==> src/rtl/mtu_pkg.sv <==
// Shared types and constants of the 4x4 transform matrix unit.
package mtu_pkg;

  localparam int unsigned NUM_ELEMS = 16;
  localparam int unsigned COEF_W    = 32;

  typedef enum logic [2:0] {
    OP_IDENT     = 3'd0,
    OP_WRITE     = 3'd1,
    OP_READ      = 3'd2,
    OP_TRANSLATE = 3'd3,
    OP_SCALE     = 3'd4,
    OP_ROTX      = 3'd5,
    OP_ROTY      = 3'd6,
    OP_ROTZ      = 3'd7
  } op_e;

  typedef logic [3:0] elem_idx_t;

  typedef struct packed {
    logic      rd_en;
    logic      wr_en;
    logic      clr;
    elem_idx_t rd_addr;
    elem_idx_t wr_addr;
  } mem_cmd_t;

  typedef struct packed {
    logic valid;
    logic first;
    logic last;
  } mac_ctl_t;

endpackage

==> src/rtl/mtu_mem.sv <==
// Matrix element store: one synchronous write port, one registered read port, valid bits.
module mtu_mem #(
  parameter int unsigned WORD_BITS = 32
) (
  input  logic                   clk_i,
  input  logic                   rst_ni,
  input  mtu_pkg::mem_cmd_t      cmd_i,
  input  logic [WORD_BITS-1:0]   wr_data_i,
  output logic [WORD_BITS-1:0]   rd_data_o
);
  import mtu_pkg::*;

  logic [WORD_BITS-1:0] mem_q [NUM_ELEMS];
  logic [NUM_ELEMS-1:0] valid_q, valid_d;
  logic [WORD_BITS-1:0] rdata_q;
  logic                 rvalid_q;

  always_comb begin
    valid_d = valid_q;
    if (cmd_i.clr) begin
      valid_d = '0;
    end
    if (cmd_i.wr_en) begin
      valid_d[cmd_i.wr_addr] = 1'b1;
    end
  end

  always_ff @(posedge clk_i or negedge rst_ni) begin
    if (!rst_ni) begin
      valid_q  <= '0;
      rvalid_q <= 1'b0;
    end else begin
      valid_q <= valid_d;
      if (cmd_i.rd_en) begin
        rvalid_q <= valid_q[cmd_i.rd_addr];
      end
    end
  end

  always_ff @(posedge clk_i) begin
    if (cmd_i.wr_en) begin
      mem_q[cmd_i.wr_addr] <= wr_data_i;
    end
    if (cmd_i.rd_en) begin
      rdata_q <= mem_q[cmd_i.rd_addr];
    end
  end

  assign rd_data_o = rvalid_q ? rdata_q : '0;

endmodule

==> src/rtl/mtu_mac.sv <==
// Shared multiply, shift, accumulate and saturate unit, three stages.
module mtu_mac #(
  parameter int unsigned WORD_BITS = 32,
  parameter int unsigned FRAC_BITS = 16
) (
  input  logic                           clk_i,
  input  logic                           rst_ni,
  input  mtu_pkg::mac_ctl_t              ctl_i,
  input  logic [WORD_BITS-1:0]           a_i,
  input  logic [mtu_pkg::COEF_W-1:0]     b_i,
  output logic                           res_valid_o,
  output logic [WORD_BITS-1:0]           res_o
);
  import mtu_pkg::*;

  localparam int unsigned PW = WORD_BITS + COEF_W;
  localparam int unsigned SW = PW - FRAC_BITS;
  localparam int unsigned AW = SW + 2;

  localparam logic [WORD_BITS-1:0] WMAX = {1'b0, {(WORD_BITS-1){1'b1}}};
  localparam logic [WORD_BITS-1:0] WMIN = {1'b1, {(WORD_BITS-1){1'b0}}};

  mac_ctl_t               ctl1_q, ctl2_q;
  logic signed [PW-1:0]   prod_q;
  logic        [AW-1:0]   acc_q, acc_d, acc_base, term;
  logic                   fits;
  logic [WORD_BITS-1:0]   sat;
  logic [WORD_BITS-1:0]   res_q;
  logic                   res_valid_q;

  always_comb begin
    term     = AW'($signed(prod_q[PW-1:FRAC_BITS]));
    acc_base = ctl1_q.first ? '0 : acc_q;
    acc_d    = acc_base + term;
    fits     = (acc_q[AW-1:WORD_BITS-1] == '0) || (acc_q[AW-1:WORD_BITS-1] == '1);
    sat      = fits ? acc_q[WORD_BITS-1:0] : (acc_q[AW-1] ? WMIN : WMAX);
  end

  always_ff @(posedge clk_i or negedge rst_ni) begin
    if (!rst_ni) begin
      ctl1_q      <= '0;
      ctl2_q      <= '0;
      res_valid_q <= 1'b0;
    end else begin
      ctl1_q      <= ctl_i;
      ctl2_q      <= ctl1_q;
      res_valid_q <= ctl2_q.valid && ctl2_q.last;
    end
  end

  always_ff @(posedge clk_i) begin
    prod_q <= PW'($signed(a_i)) * PW'($signed(b_i));
    if (ctl1_q.valid) begin
      acc_q <= acc_d;
    end
    res_q <= sat;
  end

  assign res_valid_o = res_valid_q;
  assign res_o       = res_q;

endmodule

==> src/rtl/mtu_ctrl.sv <==
// Operation sequencer: item capture, row buffer, coefficient select, memory and MAC control.
module mtu_ctrl #(
  parameter int unsigned WORD_BITS = 32,
  parameter int unsigned FRAC_BITS = 16
) (
  input  logic                        clk_i,
  input  logic                        rst_ni,
  input  logic                        in_valid_i,
  output logic                        in_ready_o,
  input  logic [2:0]                  op_i,
  input  logic [3:0]                  elem_index_i,
  input  logic signed [31:0]          elem_value_i,
  input  logic signed [31:0]          arg_x_i,
  input  logic signed [31:0]          arg_y_i,
  input  logic signed [31:0]          arg_z_i,
  input  logic signed [17:0]          sine_val_i,
  input  logic signed [17:0]          cosine_val_i,
  output mtu_pkg::mem_cmd_t           mem_cmd_o,
  output logic [WORD_BITS-1:0]        mem_wr_data_o,
  input  logic [WORD_BITS-1:0]        mem_rd_data_i,
  output mtu_pkg::mac_ctl_t           mac_ctl_o,
  output logic [WORD_BITS-1:0]        mac_a_o,
  output logic [mtu_pkg::COEF_W-1:0]  mac_b_o,
  input  logic                        mac_res_valid_i,
  input  logic [WORD_BITS-1:0]        mac_res_i,
  input  logic                        out_free_i,
  output logic                        done_o,
  output logic [31:0]                 result_o
);
  import mtu_pkg::*;

  localparam logic [COEF_W-1:0]    ONE_B = COEF_W'(64'd1 << FRAC_BITS);
  localparam logic [WORD_BITS-1:0] WMAX  = {1'b0, {(WORD_BITS-1){1'b1}}};
  localparam logic [WORD_BITS-1:0] WMIN  = {1'b1, {(WORD_BITS-1){1'b0}}};
  localparam logic [WORD_BITS-1:0] ONE_W = (FRAC_BITS + 2 <= WORD_BITS) ?
                                           WORD_BITS'(64'd1 << FRAC_BITS) : WMAX;

  typedef enum logic [3:0] {
    S_IDLE,
    S_IDENT,
    S_WRITE,
    S_READ,
    S_READW,
    S_LOAD,
    S_MAC,
    S_DRAIN,
    S_DONE
  } state_e;

  state_e               state_q;
  logic [3:0]           cnt_q;
  logic [1:0]           r_q;
  logic [1:0]           wcnt_q;
  logic                 rd_pend_q;
  logic [1:0]           rd_k_q;
  logic [31:0]          result_q;

  op_e                  op_q;
  elem_idx_t            idx_q;
  logic signed [31:0]   val_q, x_q, y_q, z_q;
  logic signed [17:0]   s_q, c_q;
  logic [WORD_BITS-1:0] rowbuf_q [4];

  logic                 is_scale;
  logic                 load_last, mac_last, wr_last;
  logic [COEF_W-1:0]    sx, cx, nsx, coef;
  logic [63:0]          v64, r64;
  logic                 wfits;
  logic [WORD_BITS-1:0] wsat;

  assign is_scale  = (op_q == OP_SCALE);
  assign load_last = is_scale ? (cnt_q == 4'd2) : (cnt_q == 4'd3);
  assign mac_last  = is_scale ? (cnt_q == 4'd2) : (cnt_q == 4'd15);
  assign wr_last   = is_scale ? (wcnt_q == 2'd2) : (wcnt_q == 2'd3);

  assign sx  = COEF_W'(s_q);
  assign cx  = COEF_W'(c_q);
  assign nsx = '0 - sx;

  assign v64   = 64'(val_q);
  assign wfits = (v64[63:WORD_BITS-1] == '0) || (v64[63:WORD_BITS-1] == '1);
  assign wsat  = wfits ? v64[WORD_BITS-1:0] : (v64[63] ? WMIN : WMAX);
  assign r64   = 64'($signed(mem_rd_data_i));

  always_comb begin
    coef = '0;
    unique case (op_q)
      OP_TRANSLATE: begin
        unique case (cnt_q)
          4'd0, 4'd5, 4'd10, 4'd15: coef = ONE_B;
          4'd12:                    coef = x_q;
          4'd13:                    coef = y_q;
          4'd14:                    coef = z_q;
          default:                  coef = '0;
        endcase
      end
      OP_ROTX: begin
        unique case (cnt_q)
          4'd0, 4'd15: coef = ONE_B;
          4'd5, 4'd10: coef = cx;
          4'd6:        coef = nsx;
          4'd9:        coef = sx;
          default:     coef = '0;
        endcase
      end
      OP_ROTY: begin
        unique case (cnt_q)
          4'd5, 4'd15: coef = ONE_B;
          4'd0, 4'd10: coef = cx;
          4'd2:        coef = sx;
          4'd8:        coef = nsx;
          default:     coef = '0;
        endcase
      end
      OP_ROTZ: begin
        unique case (cnt_q)
          4'd10, 4'd15: coef = ONE_B;
          4'd0, 4'd5:   coef = cx;
          4'd1:         coef = nsx;
          4'd4:         coef = sx;
          default:      coef = '0;
        endcase
      end
      OP_SCALE: begin
        unique case (cnt_q[1:0])
          2'd0:    coef = x_q;
          2'd1:    coef = y_q;
          default: coef = z_q;
        endcase
      end
      default: coef = '0;
    endcase
  end

  always_comb begin
    mem_cmd_o     = '0;
    mem_wr_data_o = '0;
    unique case (state_q)
      S_IDENT: begin
        mem_cmd_o.wr_en   = 1'b1;
        mem_cmd_o.clr     = (cnt_q == 4'd0);
        mem_cmd_o.wr_addr = {cnt_q[1:0], cnt_q[1:0]};
        mem_wr_data_o     = ONE_W;
      end
      S_WRITE: begin
        mem_cmd_o.wr_en   = 1'b1;
        mem_cmd_o.wr_addr = idx_q;
        mem_wr_data_o     = wsat;
      end
      S_READ: begin
        mem_cmd_o.rd_en   = 1'b1;
        mem_cmd_o.rd_addr = idx_q;
      end
      S_LOAD: begin
        mem_cmd_o.rd_en   = 1'b1;
        mem_cmd_o.rd_addr = is_scale ? {cnt_q[1:0], cnt_q[1:0]} : {cnt_q[1:0], r_q};
      end
      default: begin
        mem_cmd_o = '0;
      end
    endcase
    if (mac_res_valid_i) begin
      mem_cmd_o.wr_en   = 1'b1;
      mem_cmd_o.wr_addr = is_scale ? {wcnt_q, wcnt_q} : {wcnt_q, r_q};
      mem_wr_data_o     = mac_res_i;
    end
  end

  assign mac_ctl_o.valid = (state_q == S_MAC);
  assign mac_ctl_o.first = is_scale || (cnt_q[1:0] == 2'd0);
  assign mac_ctl_o.last  = is_scale || (cnt_q[1:0] == 2'd3);
  assign mac_a_o         = rowbuf_q[cnt_q[1:0]];
  assign mac_b_o         = coef;

  always_ff @(posedge clk_i or negedge rst_ni) begin
    if (!rst_ni) begin
      state_q   <= S_IDLE;
      cnt_q     <= '0;
      r_q       <= '0;
      wcnt_q    <= '0;
      rd_pend_q <= 1'b0;
      rd_k_q    <= '0;
      result_q  <= '0;
    end else begin
      rd_pend_q <= (state_q == S_LOAD);
      rd_k_q    <= cnt_q[1:0];
      if (mac_res_valid_i) begin
        wcnt_q <= wcnt_q + 2'd1;
      end
      unique case (state_q)
        S_IDLE: begin
          if (in_valid_i) begin
            result_q <= '0;
            cnt_q    <= '0;
            r_q      <= '0;
            wcnt_q   <= '0;
            unique case (op_e'(op_i))
              OP_IDENT: state_q <= S_IDENT;
              OP_WRITE: state_q <= S_WRITE;
              OP_READ:  state_q <= S_READ;
              OP_TRANSLATE, OP_SCALE, OP_ROTX, OP_ROTY, OP_ROTZ: state_q <= S_LOAD;
            endcase
          end
        end
        S_IDENT: begin
          cnt_q <= cnt_q + 4'd1;
          if (cnt_q == 4'd3) begin
            state_q <= S_DONE;
          end
        end
        S_WRITE: state_q <= S_DONE;
        S_READ:  state_q <= S_READW;
        S_READW: begin
          result_q <= r64[31:0];
          state_q  <= S_DONE;
        end
        S_LOAD: begin
          if (load_last) begin
            cnt_q   <= '0;
            state_q <= S_MAC;
          end else begin
            cnt_q <= cnt_q + 4'd1;
          end
        end
        S_MAC: begin
          cnt_q <= cnt_q + 4'd1;
          if (mac_last) begin
            state_q <= S_DRAIN;
          end
        end
        S_DRAIN: begin
          if (mac_res_valid_i && wr_last) begin
            if (is_scale || (r_q == 2'd3)) begin
              state_q <= S_DONE;
            end else begin
              r_q     <= r_q + 2'd1;
              cnt_q   <= '0;
              state_q <= S_LOAD;
            end
          end
        end
        S_DONE: begin
          if (out_free_i) begin
            state_q <= S_IDLE;
          end
        end
        default: state_q <= S_IDLE;
      endcase
    end
  end

  always_ff @(posedge clk_i) begin
    if (in_valid_i && in_ready_o) begin
      op_q  <= op_e'(op_i);
      idx_q <= elem_index_i;
      val_q <= elem_value_i;
      x_q   <= arg_x_i;
      y_q   <= arg_y_i;
      z_q   <= arg_z_i;
      s_q   <= sine_val_i;
      c_q   <= cosine_val_i;
    end
    if (rd_pend_q) begin
      rowbuf_q[rd_k_q] <= mem_rd_data_i;
    end
  end

  assign in_ready_o = (state_q == S_IDLE);
  assign done_o     = (state_q == S_DONE);
  assign result_o   = result_q;

endmodule

==> src/rtl/matrix4x4_transform_unit.sv <==
// Top level of the 4x4 transform matrix unit: sequencer, element store, MAC unit, output register.
//
//   channel | direction | handshake                | payload
//   --------+-----------+--------------------------+---------------------------------------
//   in      | input     | in_valid_i / in_ready_o  | op, elem_index, elem_value, arg_x/y/z,
//           |           |                          | sine_val, cosine_val
//   out     | output    | out_valid_o / out_ready_i| read_value
//
// One item at a time. Translate and rotate run four rows of 4 element reads, 16 MACs
// through the shared three-stage multiplier and a drain of the row's results.
// Reset clears the element valid bits, so all elements read as zero; no clearing sweep.
// A result waits in the output register; the next item is taken meanwhile, and its own
// result holds in the sequencer until the register frees.
module matrix4x4_transform_unit #(
  parameter int unsigned FRAC_BITS = 16,
  parameter int unsigned WORD_BITS = 32
) (
  input  logic               clk_i,
  input  logic               rst_ni,
  input  logic               in_valid_i,
  output logic               in_ready_o,
  input  logic [2:0]         op_i,
  input  logic [3:0]         elem_index_i,
  input  logic signed [31:0] elem_value_i,
  input  logic signed [31:0] arg_x_i,
  input  logic signed [31:0] arg_y_i,
  input  logic signed [31:0] arg_z_i,
  input  logic signed [17:0] sine_val_i,
  input  logic signed [17:0] cosine_val_i,
  output logic               out_valid_o,
  input  logic               out_ready_i,
  output logic signed [31:0] read_value_o
);
  import mtu_pkg::*;

  mem_cmd_t             mem_cmd;
  logic [WORD_BITS-1:0] mem_wr_data, mem_rd_data;
  mac_ctl_t             mac_ctl;
  logic [WORD_BITS-1:0] mac_a, mac_res;
  logic [COEF_W-1:0]    mac_b;
  logic                 mac_res_valid;
  logic                 done, out_free;
  logic [31:0]          result;
  logic                 out_valid_q;
  logic [31:0]          read_value_q;

  mtu_ctrl #(
    .WORD_BITS (WORD_BITS),
    .FRAC_BITS (FRAC_BITS)
  ) u_ctrl (
    .clk_i           (clk_i),
    .rst_ni          (rst_ni),
    .in_valid_i      (in_valid_i),
    .in_ready_o      (in_ready_o),
    .op_i            (op_i),
    .elem_index_i    (elem_index_i),
    .elem_value_i    (elem_value_i),
    .arg_x_i         (arg_x_i),
    .arg_y_i         (arg_y_i),
    .arg_z_i         (arg_z_i),
    .sine_val_i      (sine_val_i),
    .cosine_val_i    (cosine_val_i),
    .mem_cmd_o       (mem_cmd),
    .mem_wr_data_o   (mem_wr_data),
    .mem_rd_data_i   (mem_rd_data),
    .mac_ctl_o       (mac_ctl),
    .mac_a_o         (mac_a),
    .mac_b_o         (mac_b),
    .mac_res_valid_i (mac_res_valid),
    .mac_res_i       (mac_res),
    .out_free_i      (out_free),
    .done_o          (done),
    .result_o        (result)
  );

  mtu_mem #(
    .WORD_BITS (WORD_BITS)
  ) u_mem (
    .clk_i     (clk_i),
    .rst_ni    (rst_ni),
    .cmd_i     (mem_cmd),
    .wr_data_i (mem_wr_data),
    .rd_data_o (mem_rd_data)
  );

  mtu_mac #(
    .WORD_BITS (WORD_BITS),
    .FRAC_BITS (FRAC_BITS)
  ) u_mac (
    .clk_i       (clk_i),
    .rst_ni      (rst_ni),
    .ctl_i       (mac_ctl),
    .a_i         (mac_a),
    .b_i         (mac_b),
    .res_valid_o (mac_res_valid),
    .res_o       (mac_res)
  );

  assign out_free = !out_valid_q || out_ready_i;

  always_ff @(posedge clk_i or negedge rst_ni) begin
    if (!rst_ni) begin
      out_valid_q <= 1'b0;
    end else if (done && out_free) begin
      out_valid_q <= 1'b1;
    end else if (out_ready_i) begin
      out_valid_q <= 1'b0;
    end
  end

  always_ff @(posedge clk_i) begin
    if (done && out_free) begin
      read_value_q <= result;
    end
  end

  assign out_valid_o  = out_valid_q;
  assign read_value_o = read_value_q;

  a_mac_only_busy: assert property (@(posedge clk_i) disable iff (!rst_ni)
    mac_res_valid |-> !in_ready_o)
    else $error("MAC result while sequencer idle");

  a_done_holds: assert property (@(posedge clk_i) disable iff (!rst_ni)
    done && !out_free |=> done)
    else $error("result dropped while output register full");

  a_busy_after_transfer: assert property (@(posedge clk_i) disable iff (!rst_ni)
    in_valid_i && in_ready_o |=> !in_ready_o)
    else $error("sequencer not busy after input transfer");

  a_out_from_done: assert property (@(posedge clk_i) disable iff (!rst_ni)
    $rose(out_valid_o) |-> $past(done))
    else $error("output valid without finished item");

endmodule
==> config.mk <==
export PLATFORM = sky130hd
export DESIGN_NAME = matrix4x4_transform_unit
export DESIGN_NICKNAME = d
export VERILOG_FILES = /design/src/rtl/mtu_pkg.sv /design/src/rtl/mtu_mem.sv /design/src/rtl/mtu_mac.sv /design/src/rtl/mtu_ctrl.sv /design/src/rtl/matrix4x4_transform_unit.sv
export SDC_FILE = /design/constraint.sdc
export NUM_CORES = 2
export LEC_CHECK = 0
export BUFFER_PORTS_ARGS = -buffer_cell sky130_fd_sc_hd__buf_2
export CAP_MARGIN = 20
export CORE_MARGIN = 1
export CORE_UTILIZATION = 30
export DETAILED_ROUTE_END_ITERATION = 10
export PLACE_DENSITY = 0.46
export SETUP_SLACK_MARGIN = 0.2
export SYNTH_ARGS = -nofsm -noshare
export SYNTH_HDL_FRONTEND = slang
export SYNTH_SLANG_ARGS = --single-unit
==> constraint.sdc <==
create_clock -name clk_i -period 13.8 [get_ports clk_i]
set_clock_uncertainty 0.05 [all_clocks]
set_input_delay 1.38 -clock clk_i [delete_from_list [all_inputs] [get_ports clk_i]]
set_output_delay 1.38 -clock clk_i [all_outputs]
set_load 0.1 [all_outputs]
* After elaboration in Yosys (flattened, before gate mapping)
Memory sizes are Yosys's and may differ from the RTL's. A register that Yosys moved wholly into a read port is not among the register bits.
Cells that the tools add are included.
** Word-level totals
- Register bits after elaboration :: 420
- Latch bits :: 0
- Memory bits (writable) :: 640
- Bits in read-only memories :: 24
- Input port bits :: 175
- Output and inout port bits :: 34
- Word-level logic and storage cells :: 177
- Memories :: 3
** Cells by class
- $add $sub $neg :: 5
- Multipliers :: 1
- Divide/modulo/power cells :: 0
- Order comparisons :: 3
- Equality and inequality tests :: 40
- Shift operators :: 0
- Multiplexer cells :: 60
- Bitwise logic cells :: 1
- Reduce and logical (&&, ||, !) cells :: 36
** Memories
- u_mem.mem_q :: depth 16, width 32, read ports 1, clocked after Yosys merged registers in 1, wr ports 1, line mtu_mem.sv:13 : logic [WORD_BITS-1:0] mem_q [NUM_ELEMS];
- u_ctrl.rowbuf_q :: depth 4, width 32, read ports 1, clocked after Yosys merged registers in 0, wr ports 1, line mtu_ctrl.sv:62 : logic [WORD_BITS-1:0] rowbuf_q [4];
- (no name shown) :: depth 8, width 3, read ports 1, clocked after Yosys merged registers in 0, wr ports 0, line mtu_ctrl.sv:197 : unique case (op_e'(op_i))
** Operators with widths (number)
- $pmux W32 S4 :: 4
- $mux W32 :: 7
- $pmux W32 S2 :: 3
- $pmux W32 S5 :: 1
- $mul A32 B32 Y64 :: 1
- $add A50 B50 Y50 :: 1
- $mux W50 :: 1
- $mux W4 :: 12
- $eq A33 B33 Y1 const B :: 1
- $logic_not A33 Y1 :: 1
- $eq A4 B4 Y1 const B :: 8
- $mux W16 :: 2
- $pmux W4 S8 :: 1
- $eq A4 B3 Y1 const B :: 7
- $reduce_or A2 Y1 :: 10
- $eq A19 B19 Y1 const B :: 1
- $logic_not A19 Y1 :: 1
- $sub A1 B18 Y19 const A :: 1
- $eq A4 B2 Y1 const B :: 4
- $mux W2 :: 8
- $or A16 B16 Y16 :: 1
- $pmux W4 S2 :: 2
- $pmux W4 S4 :: 1
- $mux W1 :: 15
- 25 further kinds :: 52

* Longest topological paths before layout
- Depth in word-level cells :: 9
- Gate-level depth with buffers :: 45
- Mapped depth without buffers :: 38

* Hierarchy
From an unflattened synthesis, not the netlist that was laid out.
** Second synthesis, totals
- Cell total of the unflattened synthesis :: 6398
- Area total of the unflattened synthesis :: 79568.8 um^2
** Modules (own cells, without submodules)
- mtu_mac :: times used 1, cells each 4307, area each 41745.0 um^2, seq. area each 3253.1 um^2
- mtu_mem :: times used 1, cells each 847, area each 21184.1 um^2, seq. area each 16761.1 um^2
- mtu_ctrl :: times used 1, cells each 1208, area each 15625.0 um^2, seq. area each 10154.7 um^2
- matrix4x4_transform_unit :: times used 1, cells each 36, area each 1014.7 um^2, seq. area each 985.9 um^2

* Least setup slack after synthesis
No wires, ideal clock.
- Path type :: register to register
- Start point :: reg u_ctrl.cnt_q[1]
- End point :: reg u_mac.prod_q[62]
- Library setup time :: 136 ps
- Arrival time :: 11293 ps
- Data required time :: 13614 ps
- Slack :: 2321 ps
- Stages on the path, launching flop included :: 41
- Path buffers :: 9
- Clock period less this slack :: 11479 ps
- Path through :: dfrtp_1 > clkbuf_1 > clkbuf_1 > clkbuf_1 > clkbuf_1 > inv_1 > ha_1 > buf_2 > nor4_1 > nor3b_1 > a22o_1 > buf_2 > buf_1 > a221oi_1 > o221ai_1 > clkbuf_1 > nand2_1 > inv_1 > [5 not listed] > fa_1 > inv_1 > fa_1 > fa_1 > fa_1 > ha_1 > clkbuf_1 > inv_1 > o21bai_1 > a21o_1 > a21o_1 > a21o_1 > a21o_1 > a221oi_1 > a21oi_1 > a21bo_2 > a2111oi_0 > a211oi_1
** Between the ends
- Longest elaborated chain between the ends :: 5
- Elaborated cells between the ends (all ways) :: 30
- Those cells by class :: 1 x mul; 13 x eq/ne; 6 x mux; 9 x reduce/logical; 1 x memory
** Ends and longest elaborated chain
- start, declared :: line mtu_ctrl.sv:51 : logic [3:0] cnt_q;
- start signal, assigned :: line mtu_ctrl.sv:206 : cnt_q <= cnt_q + 4'd1;
- start signal, assigned :: line mtu_ctrl.sv:222 : cnt_q <= cnt_q + 4'd1;
- start signal, assigned :: line mtu_ctrl.sv:226 : cnt_q <= cnt_q + 4'd1;
- $eq A4 B4 Y1 (tied with other cells)
- $reduce_or A4 Y1 (tied with other cells) :: line mtu_ctrl.sv:89 : unique case (cnt_q)
- $pmux W32 S4 (on tied branches)
- $pmux W32 S5 :: line mtu_ctrl.sv:87 : unique case (op_q)
- $mul A32 B32 Y64 (*) :: line mtu_mac.sv:52 : prod_q <= PW'($signed(a_i)) * PW'($signed(b_i));
- end signal, assigned :: line mtu_mac.sv:52
- end, declared :: line mtu_mac.sv:24 : logic signed [PW-1:0] prod_q;
Mark *: on every way between the ends. The rest lies on a longest branch, timed or not.
A chain may end at the register's enable or synchronous reset.

* Final worst setup path
- Start point :: reg u_ctrl.cnt_q[0]
- End point :: reg u_mac.prod_q[62]
The elaborated chain is that of the path after synthesis.

==> flow_metrics.env <==
export IMPL_avgSynthCellArea_sq_um=11.2
export IMPL_synthCells=7202
export IMPL_max_stage_delay_ns=1.07
export IMPL_endpoint_kind="register"
export IMPL_synth_top_flop_cell="edfxtp_1"
export IMPL_nNetsFinal=8740
export IMPL_drc=0
export IMPL_die_h_um=519
export IMPL_io_buffer_count=208
export IMPL_numCtsBuffers=111
export IMPL_netlist_top_cells_area="edfxtp_1, fa_1, inv_1"
export IMPL_drtAntennaViolNets=0
export IMPL_grt_pass1_wl_mm=360
export IMPL_critPathMostFrequentCell="fa_1"
export IMPL_slew_headroom=0.256
export IMPL_async_flop_share=0.0660
export IMPL_clock_fmax_mhz=82.5
export IMPL_grt_max_degree=184
export IMPL_start_util=0.302
export IMPL_period_needed_ns=12.12
export IMPL_post_cts_resized=0
export IMPL_wl_per_cell_um=21.5
export IMPL_worst_pin_slew_ns=1.12
export IMPL_seq_area_frac_synth=0.388
export IMPL_grt_total_usage=0.175
export IMPL_ys_types=90
export IMPL_required_ns=14.36
export IMPL_layout_drive_gt1_share=0.0882
export IMPL_clock_latency_ns=0.78
export IMPL_yosys_warnings=0
export IMPL_h_tree_depth=3
export IMPL_cts_tree="yes"
export IMPL_clk_pin_slew_ns=0.06
export IMPL_cts_setup_buffers=0
export IMPL_synth_edf_count=925
export IMPL_drt_initial_drc_count=3625
export IMPL_setup_tns_ns=0
export IMPL_finalHoldViolCount=0
export IMPL_synth_area_leader_cell="edfxtp_1"
export IMPL_die_w_um=519
export IMPL_num_vias=52400
export IMPL_dr_pass1_iters=10
export IMPL_cap_viol_max_count=0
export IMPL_die_area_sq_mm=0.270
export IMPL_startpoint_type="register"
export IMPL_grt_pass1_vias=55500
export IMPL_synth_seq_cells=1076
export IMPL_numClockSinks=1076
export IMPL_slew_violations=0
export IMPL_grt_antenna_before_repair=9
export IMPL_wl_mm=233
export IMPL_status="completed"
export IMPL_place_congestion=0.864
export IMPL_hold_buffers=0
export IMPL_cpMaxStageDelayCell="fa_1"
export IMPL_rsz0062_at_grt="no"
export IMPL_hold_depth=0
export IMPL_period_share=0.878
export IMPL_crit_type="register to register"
export IMPL_vias_per_cell=4.82
export IMPL_num_rows=189
export IMPL_grt_overflow=0
export IMPL_clk_root_buffer_cell="clkbuf_16"
export IMPL_reg2reg_depth=33
export IMPL_clockBufferDepth=3
export IMPL_setup_viol=0
export IMPL_coreArea_sq_mm=0.266
export IMPL_hold_class="register to register"
export IMPL_io_pins=209
export IMPL_critPathMaxFanout=36
export IMPL_synth_top_cell_area_share=0.346
export IMPL_syn_num_nets=8696
export IMPL_synth_area_sq_mm=0.0803
export IMPL_place_hpwl_mm=168
export IMPL_arrival_ns=12.67
export IMPL_area_growth_synth_to_final_pct=11.3
[synthesized netlist by cell type, types with 45 or more instances]
master       n
xor2_1      45
nor2b_1    113
nand2_1   1122
and2_1     325
a21o_1     134
ha_1       237
clkbuf_1   370
edfxtp_1   925
nor2_1     213
nand3_1     56
dfrtp_1     71
o21ai_0    145
dfxtp_1     80
xnor2_1     75
a31oi_1     80
fa_1      1082
a21oi_1    208
a211oi_1   177
a311oi_1    67
inv_1     1123
[cells in the final DEF, fill, tap and decap left out, types with 134 or more instances in the layout]
cell type | synthesis | routed
and2_1 | 325 | 325
fa_1 | 1082 | 1082
o21ai_0 | 145 | 140
edfxtp_1 | 925 | 925
ha_1 | 237 | 235
a21oi_1 | 208 | 208
nor2_1 | 213 | 194
nand2_1 | 1122 | 1122
buf_2 | 23 | 207
buf_4 | 3 | 136
inv_1 | 1123 | 1122
a21o_1 | 134 | 134
a211oi_1 | 177 | 177
[final timing paths]
path	end	from	slack [ns]
min reg2reg	u_mac.ctl2_q[0]	u_mac.ctl1_q[0]	0.31
max in group asynchronous	u_mac.ctl1_q[1]	rst_ni	12.10
min	u_mac.ctl2_q[0]	u_mac.ctl1_q[0]	0.31
max reg2reg	u_mac.prod_q[62]	u_ctrl.cnt_q[0]	1.68
max	u_mac.prod_q[62]	u_ctrl.cnt_q[0]	1.68
min in group asynchronous	u_ctrl.r_q[0]	rst_ni	0.47
[state kept, by name (all words and copies together) (netlist names), 3 cells and up]
signal,cells
read_value_o,32
u_ctrl.c_q,18
u_ctrl.cnt_q,4
u_ctrl.idx_q,4
u_ctrl.op_q,3
u_ctrl.result_o,32
u_ctrl.rowbuf_q,128
u_ctrl.s_q,18
u_ctrl.state_q,4
u_ctrl.val_q,32
u_ctrl.x_q,32
u_ctrl.y_q,32
u_ctrl.z_q,32
u_mac.acc_q,50
u_mac.ctl1_q,3
u_mac.prod_q,48
u_mac.res_o,32
u_mem.mem_q,512
u_mem.rdata_q,32
u_mem.valid_q,16
[worst max-delay path, delay by kind of cell (launching register included)]
kind            cells  cell delay [ns]
compound gates     12             2.74
fa+ha+maj          10             5.48
simple gates        4             1.39
flops               1             0.35
buf+inv             7             1.93
[cell type report]
| cell class | count | area, sq um |
|---|---|---|
| multi-input combinational | 4585 | 43600 |
| timing repair buffer | 348 | 2160 |
| fill | 26800 | 176000 |
| antenna | 4 | 10.0 |
| inverter | 1124 | 4230 |
| clock buffer | 144 | 2970 |
| tap | 3533 | 4420 |
| clock inverter | 66 | 777 |
| sequential | 1076 | 31200 |
[layer usage]
layer  vias to the layer above  wire (um)  global-route usage
met5                         -         13                   0
met4                         2       4400              0.0382
met3                       208       9380              0.0189
met2                      1139     108000               0.282
met1                     27400     111000               0.253
li1                      23700          -                   -
[logic make-up (layout without fill, tap and decap cells)]
group,after synthesis,count (layout),share of synthesized area
flops,1076,1076,0.388
buf+inv,1541,1682,0.0725
xor+xnor,120,120,0.0131
mux,52,52,0.0102
compound gates,1069,1069,0.0935
fa+ha+maj,1319,1319,0.307
other cells,0,4,0
simple gates,2025,2025,0.116
[per-stage QoR]
step | cell area [sq um] | std cells | util | setup WS (ns) | hold slack [ns]
floorplan | 80300 | 7202 | - | 2.32 | 0.281
finish | 89400 | 10900 | 0.336 | 1.68 | 0.306
CTS | 89300 | 10900 | 0.336 | 1.50 | 0.307
global route | 89400 | 10900 | 0.336 | 0.877 | 0.317
global placement | 85600 | 10700 | 0.322 | 1.65 | 0.294
detailed placement | 85600 | 10700 | 0.322 | 1.55 | 0.295
Power is not shown: default switching activity piles up to over one toggle a cycle in this logic, so the estimate is an artifact.
